--- src/rtl/tbc_pkg.sv ---
// Package for the time base counter: request and register select codes,
// the state and result record types shared by the step logic and the top level.
// No dependencies.
package tbc_pkg;

    localparam int PRE_W = 7;
    localparam int CNT_W = 8;
    localparam int ADJ_W = 11;
    localparam int IRQ_W = 4;

    localparam logic [1:0] REQ_STEP  = 2'd0;
    localparam logic [1:0] REQ_READ  = 2'd1;
    localparam logic [1:0] REQ_WRITE = 2'd2;
    localparam logic [1:0] REQ_NONE  = 2'd3;

    localparam logic [1:0] SEL_COUNT   = 2'd0;
    localparam logic [1:0] SEL_ADJ_LO  = 2'd1;
    localparam logic [1:0] SEL_ADJ_HI  = 2'd2;
    localparam logic [1:0] SEL_NONE    = 2'd3;

    localparam logic [PRE_W-1:0] PRE_TOP = 7'h40;

    typedef struct packed {
        logic [PRE_W-1:0] prescaler;
        logic [CNT_W-1:0] base_count;
        logic             reset_armed;
        logic             skip_next_tick;
        logic             force_tick;
        logic [ADJ_W-1:0] adjust_value;
        logic [CNT_W-1:0] last_tap_mask;
    } t_state;

    typedef struct packed {
        logic [7:0]       read_data;
        logic [IRQ_W-1:0] irq_raise;
        logic [CNT_W-1:0] tap_mask;
        logic [PRE_W-1:0] prescale_mask;
    } t_result;

endpackage

--- src/rtl/tbc_step.sv ---
// Combinational step logic of the time base counter: next state and result
// for one transaction. Depends on tbc_pkg.
module tbc_step (
    input  tbc_pkg::t_state  i_state,
    input  logic [1:0]       i_req_type,
    input  logic             i_low_tick,
    input  logic [1:0]       i_reg_sel,
    input  logic [7:0]       i_write_data,
    output tbc_pkg::t_state  o_state,
    output tbc_pkg::t_result o_result
);
    import tbc_pkg::*;

    logic [PRE_W-1:0] pre_next;
    logic [PRE_W-1:0] pmask;
    logic [CNT_W-1:0] cnt_next;
    logic [CNT_W-1:0] cmask;

    assign pre_next = i_state.prescaler + PRE_W'(1);
    assign pmask    = i_state.prescaler & ~pre_next;
    assign cnt_next = i_state.base_count + CNT_W'(1);
    assign cmask    = i_state.base_count & ~cnt_next;

    always_comb begin
        o_state  = i_state;
        o_result = '0;
        case (i_req_type)
            REQ_STEP: begin
                if (i_state.reset_armed) begin
                    o_result.irq_raise     = '1;
                    o_state.last_tap_mask  = '1;
                    o_state.skip_next_tick = 1'b1;
                    o_state.reset_armed    = 1'b0;
                end
                if (i_low_tick || i_state.force_tick) begin
                    o_state.force_tick     = 1'b0;
                    o_state.prescaler      = pre_next;
                    o_result.prescale_mask = pmask;
                    if (o_state.skip_next_tick) begin
                        o_state.skip_next_tick = 1'b0;
                    end else begin
                        o_state.last_tap_mask = '0;
                        if ((pmask & PRE_TOP) != '0) begin
                            o_state.base_count    = cnt_next;
                            o_state.last_tap_mask = cmask;
                            o_result.irq_raise = o_result.irq_raise
                                | {cmask[6], cmask[4], cmask[2], cmask[0]};
                        end
                    end
                end
                o_result.tap_mask = o_state.last_tap_mask;
            end
            REQ_READ: begin
                case (i_reg_sel)
                    SEL_COUNT:  o_result.read_data = i_state.base_count;
                    SEL_ADJ_LO: o_result.read_data = i_state.adjust_value[7:0];
                    SEL_ADJ_HI: o_result.read_data =
                        {5'd0, i_state.adjust_value[ADJ_W-1:8]};
                    default:    o_result.read_data = '0;
                endcase
            end
            REQ_WRITE: begin
                case (i_reg_sel)
                    SEL_COUNT: begin
                        o_state.base_count  = '0;
                        o_state.reset_armed = 1'b1;
                        o_state.force_tick  = 1'b1;
                    end
                    SEL_ADJ_LO: o_state.adjust_value[7:0] = i_write_data;
                    SEL_ADJ_HI: o_state.adjust_value[ADJ_W-1:8] = i_write_data[2:0];
                    default: o_state = i_state;
                endcase
            end
            default: o_state = i_state;
        endcase
    end

endmodule

--- src/rtl/time_base_counter_core.sv ---
// Time base counter core: state registers, output register with skid stage.
// Depends on tbc_pkg and tbc_step.
// An accepted transaction's result is registered in the output register,
// or in the skid stage while the output waits. Throughput: one transaction
// per cycle while o_ready is high; o_ready is low while the skid is full.
// Reset: synchronous, active low; clears all counter state and both valids.
module time_base_counter_core (
    input  logic                         i_clk,
    input  logic                         i_rst_n,
    input  logic                         i_valid,
    output logic                         o_ready,
    input  logic [1:0]                   i_req_type,
    input  logic                         i_low_tick,
    input  logic [1:0]                   i_reg_sel,
    input  logic [7:0]                   i_write_data,
    output logic                         o_valid,
    input  logic                         i_ready,
    output logic [7:0]                   o_read_data,
    output logic [tbc_pkg::IRQ_W-1:0]    o_irq_raise,
    output logic [tbc_pkg::CNT_W-1:0]    o_tap_mask,
    output logic [tbc_pkg::PRE_W-1:0]    o_prescale_mask
);
    import tbc_pkg::*;

    t_state  r_state;
    t_state  n_state;
    t_result step_result;
    t_result r_out;
    t_result r_skid;
    logic    r_out_valid;
    logic    r_skid_valid;
    logic    accept;
    logic    take;

    tbc_step u_step (
        .i_state      (r_state),
        .i_req_type   (i_req_type),
        .i_low_tick   (i_low_tick),
        .i_reg_sel    (i_reg_sel),
        .i_write_data (i_write_data),
        .o_state      (n_state),
        .o_result     (step_result)
    );

    assign o_ready = !r_skid_valid;
    assign accept  = i_valid && o_ready;
    assign take    = r_out_valid && i_ready;

    always_ff @(posedge i_clk) begin
        if (!i_rst_n) begin
            r_state <= '0;
        end else if (accept) begin
            r_state <= n_state;
        end
    end

    always_ff @(posedge i_clk) begin
        if (!i_rst_n) begin
            r_out_valid  <= 1'b0;
            r_skid_valid <= 1'b0;
        end else if (r_skid_valid) begin
            if (take) begin
                r_skid_valid <= 1'b0;
            end
        end else if (accept) begin
            if (r_out_valid && !take) begin
                r_skid_valid <= 1'b1;
            end else begin
                r_out_valid <= 1'b1;
            end
        end else if (take) begin
            r_out_valid <= 1'b0;
        end
    end

    always_ff @(posedge i_clk) begin
        if (r_skid_valid) begin
            if (take) begin
                r_out <= r_skid;
            end
        end else if (accept) begin
            if (r_out_valid && !take) begin
                r_skid <= step_result;
            end else begin
                r_out <= step_result;
            end
        end
    end

    assign o_valid         = r_out_valid;
    assign o_read_data     = r_out.read_data;
    assign o_irq_raise     = r_out.irq_raise;
    assign o_tap_mask      = r_out.tap_mask;
    assign o_prescale_mask = r_out.prescale_mask;

    a_skid_needs_out: assert property (@(posedge i_clk) disable iff (!i_rst_n)
        r_skid_valid |-> r_out_valid)
        else $error("Skid stage holds a result while the output register is empty.");

    a_read_alone: assert property (@(posedge i_clk) disable iff (!i_rst_n)
        (o_valid && o_read_data != '0) |->
        (o_irq_raise == '0 && o_tap_mask == '0 && o_prescale_mask == '0))
        else $error("A read result carries step outputs.");

    a_count_write: assert property (@(posedge i_clk) disable iff (!i_rst_n)
        (accept && i_req_type == REQ_WRITE && i_reg_sel == SEL_COUNT) |=>
        (r_state.reset_armed && r_state.force_tick && r_state.base_count == '0))
        else $error("Counter write did not clear the counter and arm the reset.");

    a_reset_handled: assert property (@(posedge i_clk) disable iff (!i_rst_n)
        (accept && i_req_type == REQ_STEP && r_state.reset_armed) |=>
        !r_state.reset_armed)
        else $error("Armed reset was not cleared by a clock step.");

endmodule
--- config.mk ---
export PLATFORM = sky130hd
export DESIGN_NAME = time_base_counter_core
export DESIGN_NICKNAME = d
export VERILOG_FILES = /design/src/rtl/tbc_pkg.sv /design/src/rtl/tbc_step.sv /design/src/rtl/time_base_counter_core.sv
export SDC_FILE = /design/constraint.sdc
export NUM_CORES = 1
export LEC_CHECK = 0
export ABC_AREA = 1
export BUFFER_PORTS_ARGS = -buffer_cell sky130_fd_sc_hd__buf_2
export CAP_MARGIN = 25
export CORE_UTILIZATION = 53
export CTS_BUF_LIST = sky130_fd_sc_hd__clkbuf_16
export DETAILED_ROUTE_END_ITERATION = 12
export PLACE_DENSITY = 0.76
export SLEW_MARGIN = 20
export SYNTH_ARGS = -nofsm -noshare
export SYNTH_HDL_FRONTEND = slang
export SYNTH_SLANG_ARGS = --single-unit
--- constraint.sdc ---
create_clock -name i_clk -period 2.29 [get_ports i_clk]
set_input_delay 0.1145 -clock i_clk [delete_from_list [all_inputs] [get_ports i_clk]]
set_output_delay 0.1145 -clock i_clk [all_outputs]
set_load 0.1 [all_outputs]
Word level (Yosys, flattened, before mapping)

Index checks and enable logic that the tools add are counted.

Register bits after elaboration: 93
Input bits: 17
Output and inout bits: 29
Logic and storage cells: 93

Add/subtract/negate cells: 2
Eq/ne operators: 11
Mux-type cells: 33
Bitwise logic cells: 7
Reductions and logical operators: 22

Operators with widths:

| cell                                                                  | number |
|---|---|
| 27-bit two-way mux                                                    | 4 |
| 8-bit two-way mux                                                     | 7 |
| 18-bit case mux with 2 select lines                                   | 1 |
| 8-bit case mux with 3 select lines                                    | 1 |
| 3-bit AND reduction                                                   | 7 |
| 4-bit two-way mux                                                     | 5 |
| 19-bit two-way mux                                                    | 1 |
| 15-bit two-way mux                                                    | 1 |
| 1-bit two-way mux                                                     | 9 |
| 9-bit two-way mux                                                     | 1 |
| 8-bit by 1-bit adder with 8-bit output, second input constant         | 1 |
| 8-bit bitwise AND                                                     | 1 |
| 2-bit != test, second input constant                                  | 4 |
| 8-bit inverter                                                        | 1 |
| 4-bit AND reduction                                                   | 2 |
| 7-bit by 1-bit adder with 7-bit output, second input constant         | 1 |
| 7-bit bitwise AND                                                     | 1 |
| 7-bit two-way mux                                                     | 1 |
| 7-bit inverter                                                        | 1 |
| 2-bit by 1-bit != test with 1-bit output, second input constant       | 3 |
| 6-bit AND reduction                                                   | 1 |
| 2-bit nonzero test                                                    | 3 |
| 2-bit by 1-bit equality test with 1-bit output, second input constant | 2 |
| 2-bit equality test, second input constant                            | 2 |
| other kinds (8)                                                       | 14 |

Depth between registers and ports, before layout

Gate-level depths: netlist (run 1).

Depth in word-level cells: 11
Gate-level depth with buffers: 12
Depth with buffers taken out: 10

Modules after synthesis

A second synthesis (run 1) with hierarchy kept.

Cell total of the unflattened synthesis: 570
Area total of the unflattened synthesis: 4580.6 µm²

Modules (own cells, without submodules):

| module                 | times used | cells each | area an instance (µm²) |
|---|---|---|---|
| time_base_counter_core | 1          | 322        | 3345.7 |
| tbc_step               | 1          | 248        | 1234.9 |

Least setup slack after synthesis (run 1)

Ideal clock, no wire load.

Path type: register -> register
Start: register r_out_valid (netlist: o_valid)
End: register r_out, in the netlist o_irq_raise[0], enable pin
Data arrival time: 2.495 ns
Slack: -0.616 ns
Cell stages (with the launch flop): 5
Buffers on the path: 0
Clock period less this slack: 2.906 ns
Path through: dfxtp_1 -> inv_1 -> o21ai_0 -> inv_1 -> nor2_1

Word-level cells in the longest chain between the ends: 5
Elaborated cells between the ends (all ways): 6

RTL lines:

| element                         | line                         | text |
|---|---|---|
| start, declared                 | time_base_counter_core.sv:30 | `logic r_out_valid;` |
| start signal, assigned          | time_base_counter_core.sv:59 | `r_out_valid <= 1'b0;` |
| start signal, assigned          | time_base_counter_core.sv:69 | `r_out_valid <= 1'b1;` |
| start signal, assigned          | time_base_counter_core.sv:72 | `r_out_valid <= 1'b0;` |
| 1-bit logical AND               | time_base_counter_core.sv:47 | `assign take = r_out_valid && i_ready;` |
| 1-bit zero test                 | time_base_counter_core.sv:82 | `if (r_out_valid && !take) begin` |
| 1-bit logical AND               | time_base_counter_core.sv:82 |  |
| 2-bit != test (no line)         | --                           |  |
| 3-bit AND reduction (no line) * | --                           |  |
| end signal, assigned            | time_base_counter_core.sv:79 | `r_out <= r_skid;` |
| end signal, assigned            | time_base_counter_core.sv:85 | `r_out <= step_result;` |
| end, declared                   | time_base_counter_core.sv:28 | `t_result r_out;` |

Mark *: on every way between the ends. The rest lies on a longest branch, timed or not.
A chain may end at the register's enable or synchronous reset.

Worst setup path in the final report (run 1)

Start: register r_state[31] in the netlist's numbering
End: register r_state[25] in the netlist's numbering

Word-level cells in the longest chain between the ends: 5

RTL lines:

| element                                            | line                         | text |
|---|---|---|
| start, declared                                    | time_base_counter_core.sv:25 | `t_state r_state;` |
| start signal, assigned                             | time_base_counter_core.sv:53 | `r_state <= n_state;` |
| 7-bit by 1-bit adder with 7-bit output             | tbc_step.sv:19               | `assign pre_next = i_state.prescaler + PRE_W'(1);` |
| 7-bit inverter                                     | tbc_step.sv:20               | `assign pmask = i_state.prescaler & ~pre_next;` |
| 7-bit bitwise AND                                  | tbc_step.sv:20               |  |
| 2-bit by 1-bit != test with 1-bit output (no line) | --                           |  |
| 6-bit AND reduction (no line)                      | --                           |  |

No other way between the ends.

==> out/qor.txt, run 1 <==
met2 GRT Util - 34.21%
status - completed
M1 GR Usage - 29.69%
Slew Limit Fails - 0
Synth top cells by count - 129 x nand2_1, 73 x inv_1, 54 x edfxtp_1, 46 x nor2_1, 41 x o21ai_0
Synth Register Bits - 93
Slew @ Worst Pin - 0.5519 ns
Setup crit end kind - flip-flop
gr busiest metal - met2
largest net degree at the start of global routing - 44
Sw Ratio - 28.22%
drt first pass iters - 5
Root Buffer - clkbuf_16
final setup violation count - 0
unrepaired setup endpoints after global routing - no
Seq pwr share - 46.0%
Area Overhead vs Synth - 15.39%
layout cell share with drive strength beyond 1 - 13.84%
mapped cell area - 4243 sq um
Gate power share - 13.4%
met3 Track Usage GR - 2.261%
antenna violations before repair - 0
I/O pin cnt - 46
LEAKAGE - 2.199 nW
HP Class - in2reg
Synth area leaders - edfxtp_1 38%, dfxtp_1 18%, nand2_1 11%
switching pwr - 1.142 mW
Final period util - 87.34%
gr usage total - 21.55%
Seq. cell area - 2402 sq um
Power Total - 4.048 mW
CP Launch Type - flip-flop
Setup Buffers After CTS - 0
Nets - 574
syn avg cell area - 8.520 sq um
Die Wd - 91.47 microns
Place WS - 0.2629 ns
cell area power density - 826.7 nW/um^2
peak supply drop - 0.0003814 V
final wirelength - 8.217 mm
clk slew on worst S/H paths - 0.07 ns
Synth warnings - 0
WHS - 0.05172 ns
area of the multi-input gates - 1476 sq um
Pint - 2.905 mW
initial core utilization - 54.91%
Final Skew - 0.006868 ns
row count - 32
global placer's final weighted congestion - 0.8441
cell total after placement - 635
asr flop ratio synth - 0%
Hold Buf Count CTS - 0
Worst slew margin - 63.07%
Filler cells - 645
CP peak stage delay - 0.36 ns
Finished Core Util - 63.36%
predominant post-synthesis flop cell - edfxtp_1
CP arrival - 2.28 ns
most frequent CP cell - nand2_1
ANT cells - 0
Post-synth EDFFs - 54
Iter 0 DRT Violations - 275
Post-Syn Nets - 528
worst-skew pair later-pin latency - 0.34 ns
Num CTS Buffers - 9
Chip Height - 91.47 microns
first-pass GRT wire length - 14.16 mm
core area - 7727 sq um
synthesized instance count - 498
Max Fclk - 500.0 MHz
CP max-delay cell - dfxtp_1
fin cells - 651
port buffer count - 45
clock tree sinks - 93
CTS tree - built
most common cell in the netlist - nand2_1
hpwl dp - 5.784 mm
Max Cap Viol - 0
vias in the first global route - 3098
Crit Path Max Fanout - 12
die footprint - 8367 sq um
H-tree depth - 3
area share of the largest cell type after synthesis - 38.22%
Via density - 5.190
worst path cell trace - ha_1 > inv_1 > nor3_1 > ha_2 > nand3_1 > nand2_1 > nand2_1 > nand2_1 > nand2_1 > nor2_1
setup slack after layout - 0.2899 ns
area leader, netlist - edfxtp_1
# resized after CTS - 0
Vias - 3379
post-route ant nets - 0
drt wl/cell - 12.62 microns
fin crit period - 2.000 ns
WP data required - 2.57 ns
sequential-to-total area share from yosys stat - 56.62%
kind of critical path - reg2reg
clk buf depth - 2
power share of the clock group - 40.7%
GR Overflow Total - 0
post-synthesis cell type count - 22
Hold Vio Cnt, Final - 0
DRC viols - 0
power by group through the flow:
stage,logic (mW),clock network (mW),registers [mW]
floorplan,0.181,0,2.16
global placement,0.531,0,1.90
detailed placement,0.540,0,1.90
CTS,0.542,1.66,1.86
global route,0.581,1.73,1.87
finish,0.541,1.65,1.86
final cells by class:
type                    instances  share of cell area (%)
clock buffers                   9                   4.600
clock inverters                 7                   2.172
inverters                      76                   5.878
multi-input cells             313                   30.16
flip-flops and latches         93                   49.07
well taps                     102                   2.607
repair buffers                 51                   5.520
layer usage:
| metal | wire [microns] | share of wire [%] |
|---|---|---|
| met1 | 3781 | 46 |
| met2 | 3876 | 47 |
| met3 | 399 | 4.9 |
| met4 | 159 | 1.9 |
| met5 | 0 | 0 |
cells by family after synthesis:
kind of cell	Yosys count	share of synthesized area (%)
simple gates	222	21.38
flops	93	56.62
buf+inv	92	8.818
compound gates	78	9.348
fa+ha+maj	13	3.834
final timing paths:
check / startpoint / end / slack [ns] / depth (start not counted)
min reg2reg: r_state[16]$_SDFFE_PN0P_ / r_state[16]$_SDFFE_PN0P_ / 0.45 / 2
min: i_write_data[7] / r_state[15]$_SDFFE_PN0P_ / 0.05 / 3
max reg2reg: r_state[31]$_SDFFE_PN0P_ / r_state[25]$_SDFFE_PN0P_ / 0.29 / 10
max: r_state[31]$_SDFFE_PN0P_ / r_state[25]$_SDFFE_PN0P_ / 0.29 / 10
registers in the layout, summed over array words and instances, names as in the netlist:
name / cells
o_valid: 1
o_tap_mask: 8
r_state: 37
r_skid: 27
o_prescale_mask: 7
o_read_data: 8
o_irq_raise: 4
r_skid_valid: 1
through the flow:
step / cell area, sq um / setup TNS [ns]
finish: 4896 / 0
global placement: 4562 / 0
global route: 4896 / 0
floorplan: 4250 / -1.647
detailed placement: 4562 / 0
CTS: 4893 / 0
critical path, delay by kind of cell, from the launching register on:
family,cells,cell delay (ns)
simple gates,7,1.01
buf+inv,1,0.07
flops,1,0.36
fa+ha+maj,2,0.49
cell usage in the layout (no fill, tap or decap):
master,instances
dfxtp_1,39
inv_8,2
inv_4,1
inv_2,2
or2_2,1
nor3_1,10
buf_4,6
inv_6,1
o22ai_1,5
nor4_1,2
nor2_1,45
nor2_4,2
ha_1,12
o21ai_0,41
clkinvlp_4,2
nor2_2,2
nand3_1,29
nand4_1,2
nand2_1,129
buf_2,45
clkbuf_16,9
a21oi_1,32
inv_1,73
ha_2,1
edfxtp_1,54
bufinv_16,2
Power figures use the tool's default switching activity.
==> run 2, diff against run 1 <==
--- a/config.mk
+++ b/config.mk
@@ -5,13 +5,13 @@
 export SDC_FILE = /design/constraint.sdc
 export NUM_CORES = 1
 export LEC_CHECK = 0
-export ABC_AREA = 1
 export BUFFER_PORTS_ARGS = -buffer_cell sky130_fd_sc_hd__buf_2
 export CAP_MARGIN = 25
+export CORE_MARGIN = 3
 export CORE_UTILIZATION = 53
 export CTS_BUF_LIST = sky130_fd_sc_hd__clkbuf_16
 export DETAILED_ROUTE_END_ITERATION = 12
-export PLACE_DENSITY = 0.76
+export PLACE_DENSITY = 0.84
 export SLEW_MARGIN = 20
 export SYNTH_ARGS = -nofsm -noshare
 export SYNTH_HDL_FRONTEND = slang
==> out/qor.txt, run 2 <==
Largest register FFs - 37 (unchanged)
sequential-to-total area share from yosys stat - 54.83% (-1.8 points)
Setup TNS Final - 0 ns (unchanged)
gr usage total - 20.34% (-1.2 points)
Hold Vio Cnt, Final - 0 (unchanged)
drt first pass iters - 5 (unchanged)
worst-skew pair later-pin latency - 0.34 ns (about the same)
unrepaired setup endpoints after global routing - no
top sig layer - met4
Synth warnings - 0 (unchanged)
Seq pwr share - 48.9% (+2.9 points)
Max Fclk - 455.5 MHz (-8.9%)
CP arrival - 2.25 ns (-0.03 ns)
clock tree sinks - 93 (unchanged)
Finished Core Util - 63.17% (-0.19 points)
Slew @ Worst Pin - 0.6308 ns (+0.07896 ns)
GR Overflow Total - 0 (unchanged)
global placer's final weighted congestion - 0.7952 (-5.8%)
Gate power share - 14.7% (+1.3 points)
DRC viols - 0 (unchanged)
port buffer count - 45 (unchanged)
routed wl met3 - 674 microns (+69%)
Die Wd - 96.93 microns (+6.0%)
commonest non-fill, non-tap cell in the layout - edfxtp_1
post-synthesis cell type count - 48 (+120%)
hpwl dp - 6.454 mm (+12%)
final setup violation count - 0 (unchanged)
kind of critical path - reg2reg
Chip Height - 96.93 microns (+6.0%)
CP Launch Type - flip-flop
Root Buffer - clkbuf_16
Final Skew - 0.007500 ns (+0.0006320 ns)
clk buf depth - 2 (unchanged)
area leader, netlist - edfxtp_1
Via density - 6.167 (+19%)
Final period util - 95.86% (+8.5 points)
Vias - 3404 (+0.74%)
Post-synth EDFFs - 54 (unchanged)
I/O pin cnt - 46 (unchanged)
most frequent cells in the layout - 54 x edfxtp_1, 45 x buf_2, 38 x dfxtp_1
WP data required - 2.34 ns (-0.23 ns)
switching pwr - 1.109 mW (-2.9%)
area share of the largest cell type after synthesis - 37.01% (-1.2 points)
fin crit period - 2.195 ns (+0.1951 ns)
Reg with most FFs - r_state
Iter 0 DRT Violations - 287 (+4.4%)
predominant post-synthesis flop cell - edfxtp_1
Post-Syn Nets - 439 (-17%)
LEAKAGE - 1.913 nW (-13%)
Slew Limit Fails - 0 (unchanged)
status - completed
CTS tree - built
largest registers - r_state x37, r_skid x27
Area Overhead vs Synth - 13.71%
Nets - 475 (-17%)
HP Class - in2reg
Synth top cells by count - 54 x edfxtp_1, 39 x dfxtp_1, 32 x nand2_1, 30 x o21ai_0, 29 x a21oi_1
asr flop ratio synth - 0% (unchanged)
cell area power density - 756.3 nW/um^2 (-8.5%)
syn avg cell area - 10.71 sq um (+26%)
Sw Ratio - 29.42% (+1.2 points)
layout cell share with drive strength beyond 1 - 20.67% (+6.8 points)
drt wl/cell - 17.47 microns (+38%)
core area - 7888 sq um (+2.1%)
vias in the first global route - 3290 (+6.2%)
Pint - 2.659 mW (-8.5%)
Max Cap Viol - 0 (unchanged)
Setup crit end kind - flip-flop
first-pass GRT wire length - 15.86 mm (+12%)
peak supply drop - 0.0004626 V (+21%)
Synth Register Bits - 93 (unchanged)
initial core utilization - 55.55% (+0.65 points)
antenna violations before repair - 0 (unchanged)
met2 WL - 4.711 mm (+22%)
Num CTS Buffers - 9 (unchanged)
final wirelength - 9.645 mm (+17%)
ANT cells - 0 (unchanged)
die footprint - 9394 sq um (+12%)
row count - 32 (unchanged)
most common cell in the netlist - edfxtp_1
Crit Path Max Fanout - 9 (-3)
Filler cells - 569 (-12%)
routed length on met1 - 4.052 mm (+7.2%)
H-tree depth - 3 (unchanged)
power share of the clock group - 36.4% (-4.3 points)
mapped cell area - 4382 sq um (+3.3%)
largest net degree at the start of global routing - 28 (-36%)
post-route ant nets - 0 (unchanged)
Worst slew margin - 57.94% (-5.1 points)
clk slew on worst S/H paths - 0.07 ns (about the same)
synthesized instance count - 409 (-18%)
Synth area leaders - edfxtp_1 37%, dfxtp_1 18%, ha_1 3.7%
==> run 2: cell types whose count changed in the layout (fill, tap and decap cells not counted), moves of 8 or more <==
| cell | delta |
|---|---|
| a31oi_1 | +8 |
| mux2_2 | +8 |
| inv_1 | -67 |
| nor2_1 | -22 |
| and3_1 | +19 |
| mux2i_1 | +12 |
| o31ai_1 | +8 |
| nand2_1 | -97 |
| nand3_1 | -11 |
| o21ai_0 | -11 |
==> run 2: per-layer routing <==
layer,track usage (%),up-vias
met2,33.28,159
li1,-,1620
met3,3.317,22
met1,26.70,1603
met4,8.855,0
met5,0,-
==> run 2: final cells by class <==
class | instances | area, sq um | share of cell area (%)
clock buffer | 9 | 225.2 | 4.520
clock inverter | 7 | 51.30 | 1.030
inverter | 5 | 18.77 | 0.3767
multi-input combinational | 278 | 1831 | 36.74
sequential | 93 | 2404 | 48.24
tap | 102 | 127.6 | 2.562
timing repair buffer | 58 | 325.3 | 6.529
==> run 2: power groups by stage <==
stage	Sequential (mW)	Combinational (mW)	Clock, mW
final	1.84	0.554	1.37
after global routing	1.85	0.579	1.45
after detailed placement	1.88	0.549	0
after floorplan	2.14	0.182	0
after global placement	1.88	0.539	0
after CTS	1.84	0.551	1.37
==> run 2: per-stage QoR <==
stage	area [sq um]	setup slack (ns)	hold slack (ns)	cells	power (mW)
global placement	4688	0.1663	0.3473	535	2.414
global route	4982	0.004405	0.04164	552	3.872
finish	4982	0.09476	0.02166	552	3.768
detailed placement	4688	0.07188	0.3411	535	2.427
CTS	4975	0.05003	0.01642	552	3.765
floorplan	4397	0.06307	0.2158	409	2.327
==> run 2: critical path: stages (launching register included) <==
cell     delay [ns]
dfxtp_1        0.34
ha_1           0.24
and3_1         0.21
and3_1         0.19
ha_2           0.23
a31oi_1        0.50
a31oi_1        0.19
==> run 2: path summary, 6_finish.rpt <==
check / slack [ns] / start / cells after the start / end
worst max-delay path: 0.09 / r_state[30]$_SDFFE_PN0P_ / 6 / o_tap_mask[4]$_DFFE_PP_
worst min-delay path: 0.02 / i_write_data[6] / 3 / r_state[14]$_SDFFE_PN0P_
worst max register to register: 0.09 / r_state[30]$_SDFFE_PN0P_ / 6 / o_tap_mask[4]$_DFFE_PP_
worst min register to register: 0.47 / r_state[12]$_SDFFE_PN0P_ / 2 / r_state[12]$_SDFFE_PN0P_
==> run 2: repair_timing <==
item | 4_1_cts | 5_1_grt
endpoints found under the hold margin | 1 | 0
hold buffers | 1 | 0
setup buffers | 0 | 0
resized for setup | 0 | 3
setup endpoints to repair | 0 | 15
==> run 2: cells by family after synthesis <==
kind of cell               synth area share [%]
buffers and inverters                     3.855
DFF                                       54.83
and+or+nand+nor                           15.93
AOI/OAI and AO/OA                         16.88
muxes                                     4.797
adders and majority gates                 3.712
==> run 3, diff against run 2 <==
--- a/config.mk
+++ b/config.mk
@@ -11,7 +11,7 @@
 export CORE_UTILIZATION = 53
 export CTS_BUF_LIST = sky130_fd_sc_hd__clkbuf_16
 export DETAILED_ROUTE_END_ITERATION = 12
-export PLACE_DENSITY = 0.84
+export PLACE_DENSITY = 0.82
 export SLEW_MARGIN = 20
 export SYNTH_ARGS = -nofsm -noshare
 export SYNTH_HDL_FRONTEND = slang
==> out/qor.txt, run 3 (synthesis results as in run 2) <==
status - completed
Max Cap Viol - 0 (unchanged)
Setup TNS Final - 0 ns (unchanged)
LEAKAGE - 1.931 nW (+0.96%)
row count - 32 (unchanged)
Chip Height - 96.93 microns (unchanged)
most frequent CP cell - and3_1
WHS - 0.006139 ns (-0.01553 ns)
die footprint - 9394 sq um (unchanged)
first-pass GRT wire length - 16.97 mm (+7.0%)
Nets - 473 (-0.42%)
commonest non-fill, non-tap cell in the layout - edfxtp_1
Root Buffer - clkbuf_16
fin crit period - 2.153 ns (-0.04257 ns)
Hold Vio Cnt, Final - 0 (unchanged)
cell area power density - 797.7 nW/um^2 (+5.5%)
gr usage total - 21.82% (+1.5 points)
Reg with most FFs - r_state
Num CTS Buffers - 9 (unchanged)
GR Overflow Total - 0 (unchanged)
Iter 0 DRT Violations - 369 (+29%)
Final period util - 94.00% (-1.9 points)
Place WS - 0.1330 ns (+0.06108 ns)
largest registers - r_state x37, r_skid x27
antenna violations before repair - 0 (unchanged)
Setup crit end kind - flip-flop
CP peak stage delay - 0.34 ns (-0.16 ns)
port buffer count - 45 (unchanged)
critical path's top delay family - compound AO/OA/AOI/OAI gates
ANT cells - 0 (unchanged)
Vias - 3542 (+4.1%)
WP data required - 2.34 ns (about the same)
setup slack after layout - 0.1373 ns (+0.04257 ns)
Slew Limit Fails - 0 (unchanged)
most frequent cells in the layout - 54 x edfxtp_1, 45 x buf_2, 38 x dfxtp_1
drt wl/cell - 18.56 microns (+6.2%)
core area - 7888 sq um (unchanged)
fin cells - 550 (-0.36%)
largest net degree at the start of global routing - 30 (+7.1%)
CP arrival - 2.21 ns (-0.04 ns)
layout cell share with drive strength beyond 1 - 21.43% (+0.76 points)
CP max-delay cell - dfxtp_1
global placer's final weighted congestion - 0.8153 (+2.5%)
CTS tree - built
H-tree depth - 3 (unchanged)
hpwl dp - 6.580 mm (+2.0%)
Final Skew - 0.009517 ns (+0.002016 ns)
initial core utilization - 55.55% (unchanged)
Worst slew margin - 59.42% (+1.5 points)
cell total after placement - 534 (-0.19%)
I/O pin cnt - 46 (unchanged)
kind of critical path - reg2reg
Largest register FFs - 37 (unchanged)
worst path bufs/invs - 1 (+1)
Crit Path Max Fanout - 10 (+1)
clk buf depth - 2 (unchanged)
clk slew on worst S/H paths - 0.07 ns (about the same)
CP Launch Type - flip-flop
HP Class - in2reg
DRC viols - 0 (unchanged)
final wirelength - 10.21 mm (+5.8%)
final setup violation count - 0 (unchanged)
vias in the first global route - 3379 (+2.7%)
post-route ant nets - 0 (unchanged)
Area Overhead vs Synth - 14.68%
Via density - 6.440 (+4.4%)
Max Fclk - 464.5 MHz (+2.0%)
worst-skew pair later-pin latency - 0.34 ns (about the same)
worst path cell trace - ha_1 > and3_1 > and3_1 > ha_2 > buf_4 > a31oi_2 > o21ai_0
drt first pass iters - 7 (+2)
Slew @ Worst Pin - 0.6087 ns (-0.02209 ns)
clock tree sinks - 93 (unchanged)
peak supply drop - 0.0004667 V (+0.88%)
Die Wd - 96.93 microns (unchanged)
unrepaired setup endpoints after global routing - no
## run 3: cell count changes in the layout (fill, tap and decap cells not counted), sizes merged
cell	change
clkinvlp	-2
bufinv	+2
buf	-1
dlygate4sd3	-1
## run 3: power by group
| part | internal [mW] | total, mW | switching (mW) | leakage (nW) |
|---|---|---|---|---|
| sequential | 1.82 | 1.84 | 0.0190 | 0.860 |
| combinational | 0.0995 | 0.559 | 0.460 | 0.919 |
| clock | 0.962 | 1.61 | 0.646 | 0.152 |
## run 3: layout make-up
type	count	area, sq um
flip-flops and latches	93	2404
clock inverters	7	97.59
well taps	102	127.6
fillers	565	2863
inverters	5	18.77
repair buffers	56	307.8
multi-input cells	278	1844
clock buffers	9	225.2
## run 3: final timing paths
path / cells past startpoint / end / slack (ns) / start
setup / recovery: 7 / o_irq_raise[3]$_DFFE_PP_ / 0.14 / r_state[30]$_SDFFE_PN0P_
hold / removal: 2 / r_skid_valid$_SDFF_PN0_ / 0.006 / i_ready
setup reg to reg: 7 / o_irq_raise[3]$_DFFE_PP_ / 0.14 / r_state[30]$_SDFFE_PN0P_
hold reg to reg: 2 / r_state[7]$_SDFFE_PN0P_ / 0.47 / r_state[7]$_SDFFE_PN0P_
## run 3: stage by stage
stage / utilization [%] / total power, mW / cell area (sq um)
floorplan: - / 2.327 / 4397
global placement: 59.34 / 2.415 / 4681
detailed placement: 59.34 / 2.428 / 4681
CTS: 63.52 / 4.011 / 5010
global route: 63.71 / 4.128 / 5025
finish: 63.71 / 4.008 / 5025
## run 3: what timing repair did
| item | CTS | global route |
|---|---|---|
| hold buffers | 0 | 0 |
| resized for setup | 1 | 4 |
| setup buffers | 0 | 0 |
| endpoints found under the setup margin | 1 | 14 |
## run 3: metal layers
layer  share of wire, %  global-route usage [%]  up-vias
met3                7.8                   3.244       25
met5                  0                       0        -
met2                 50                   36.62      195
li1                   -                       -     1619
met4                2.6                   7.667        0
met1                 40                   28.84     1703
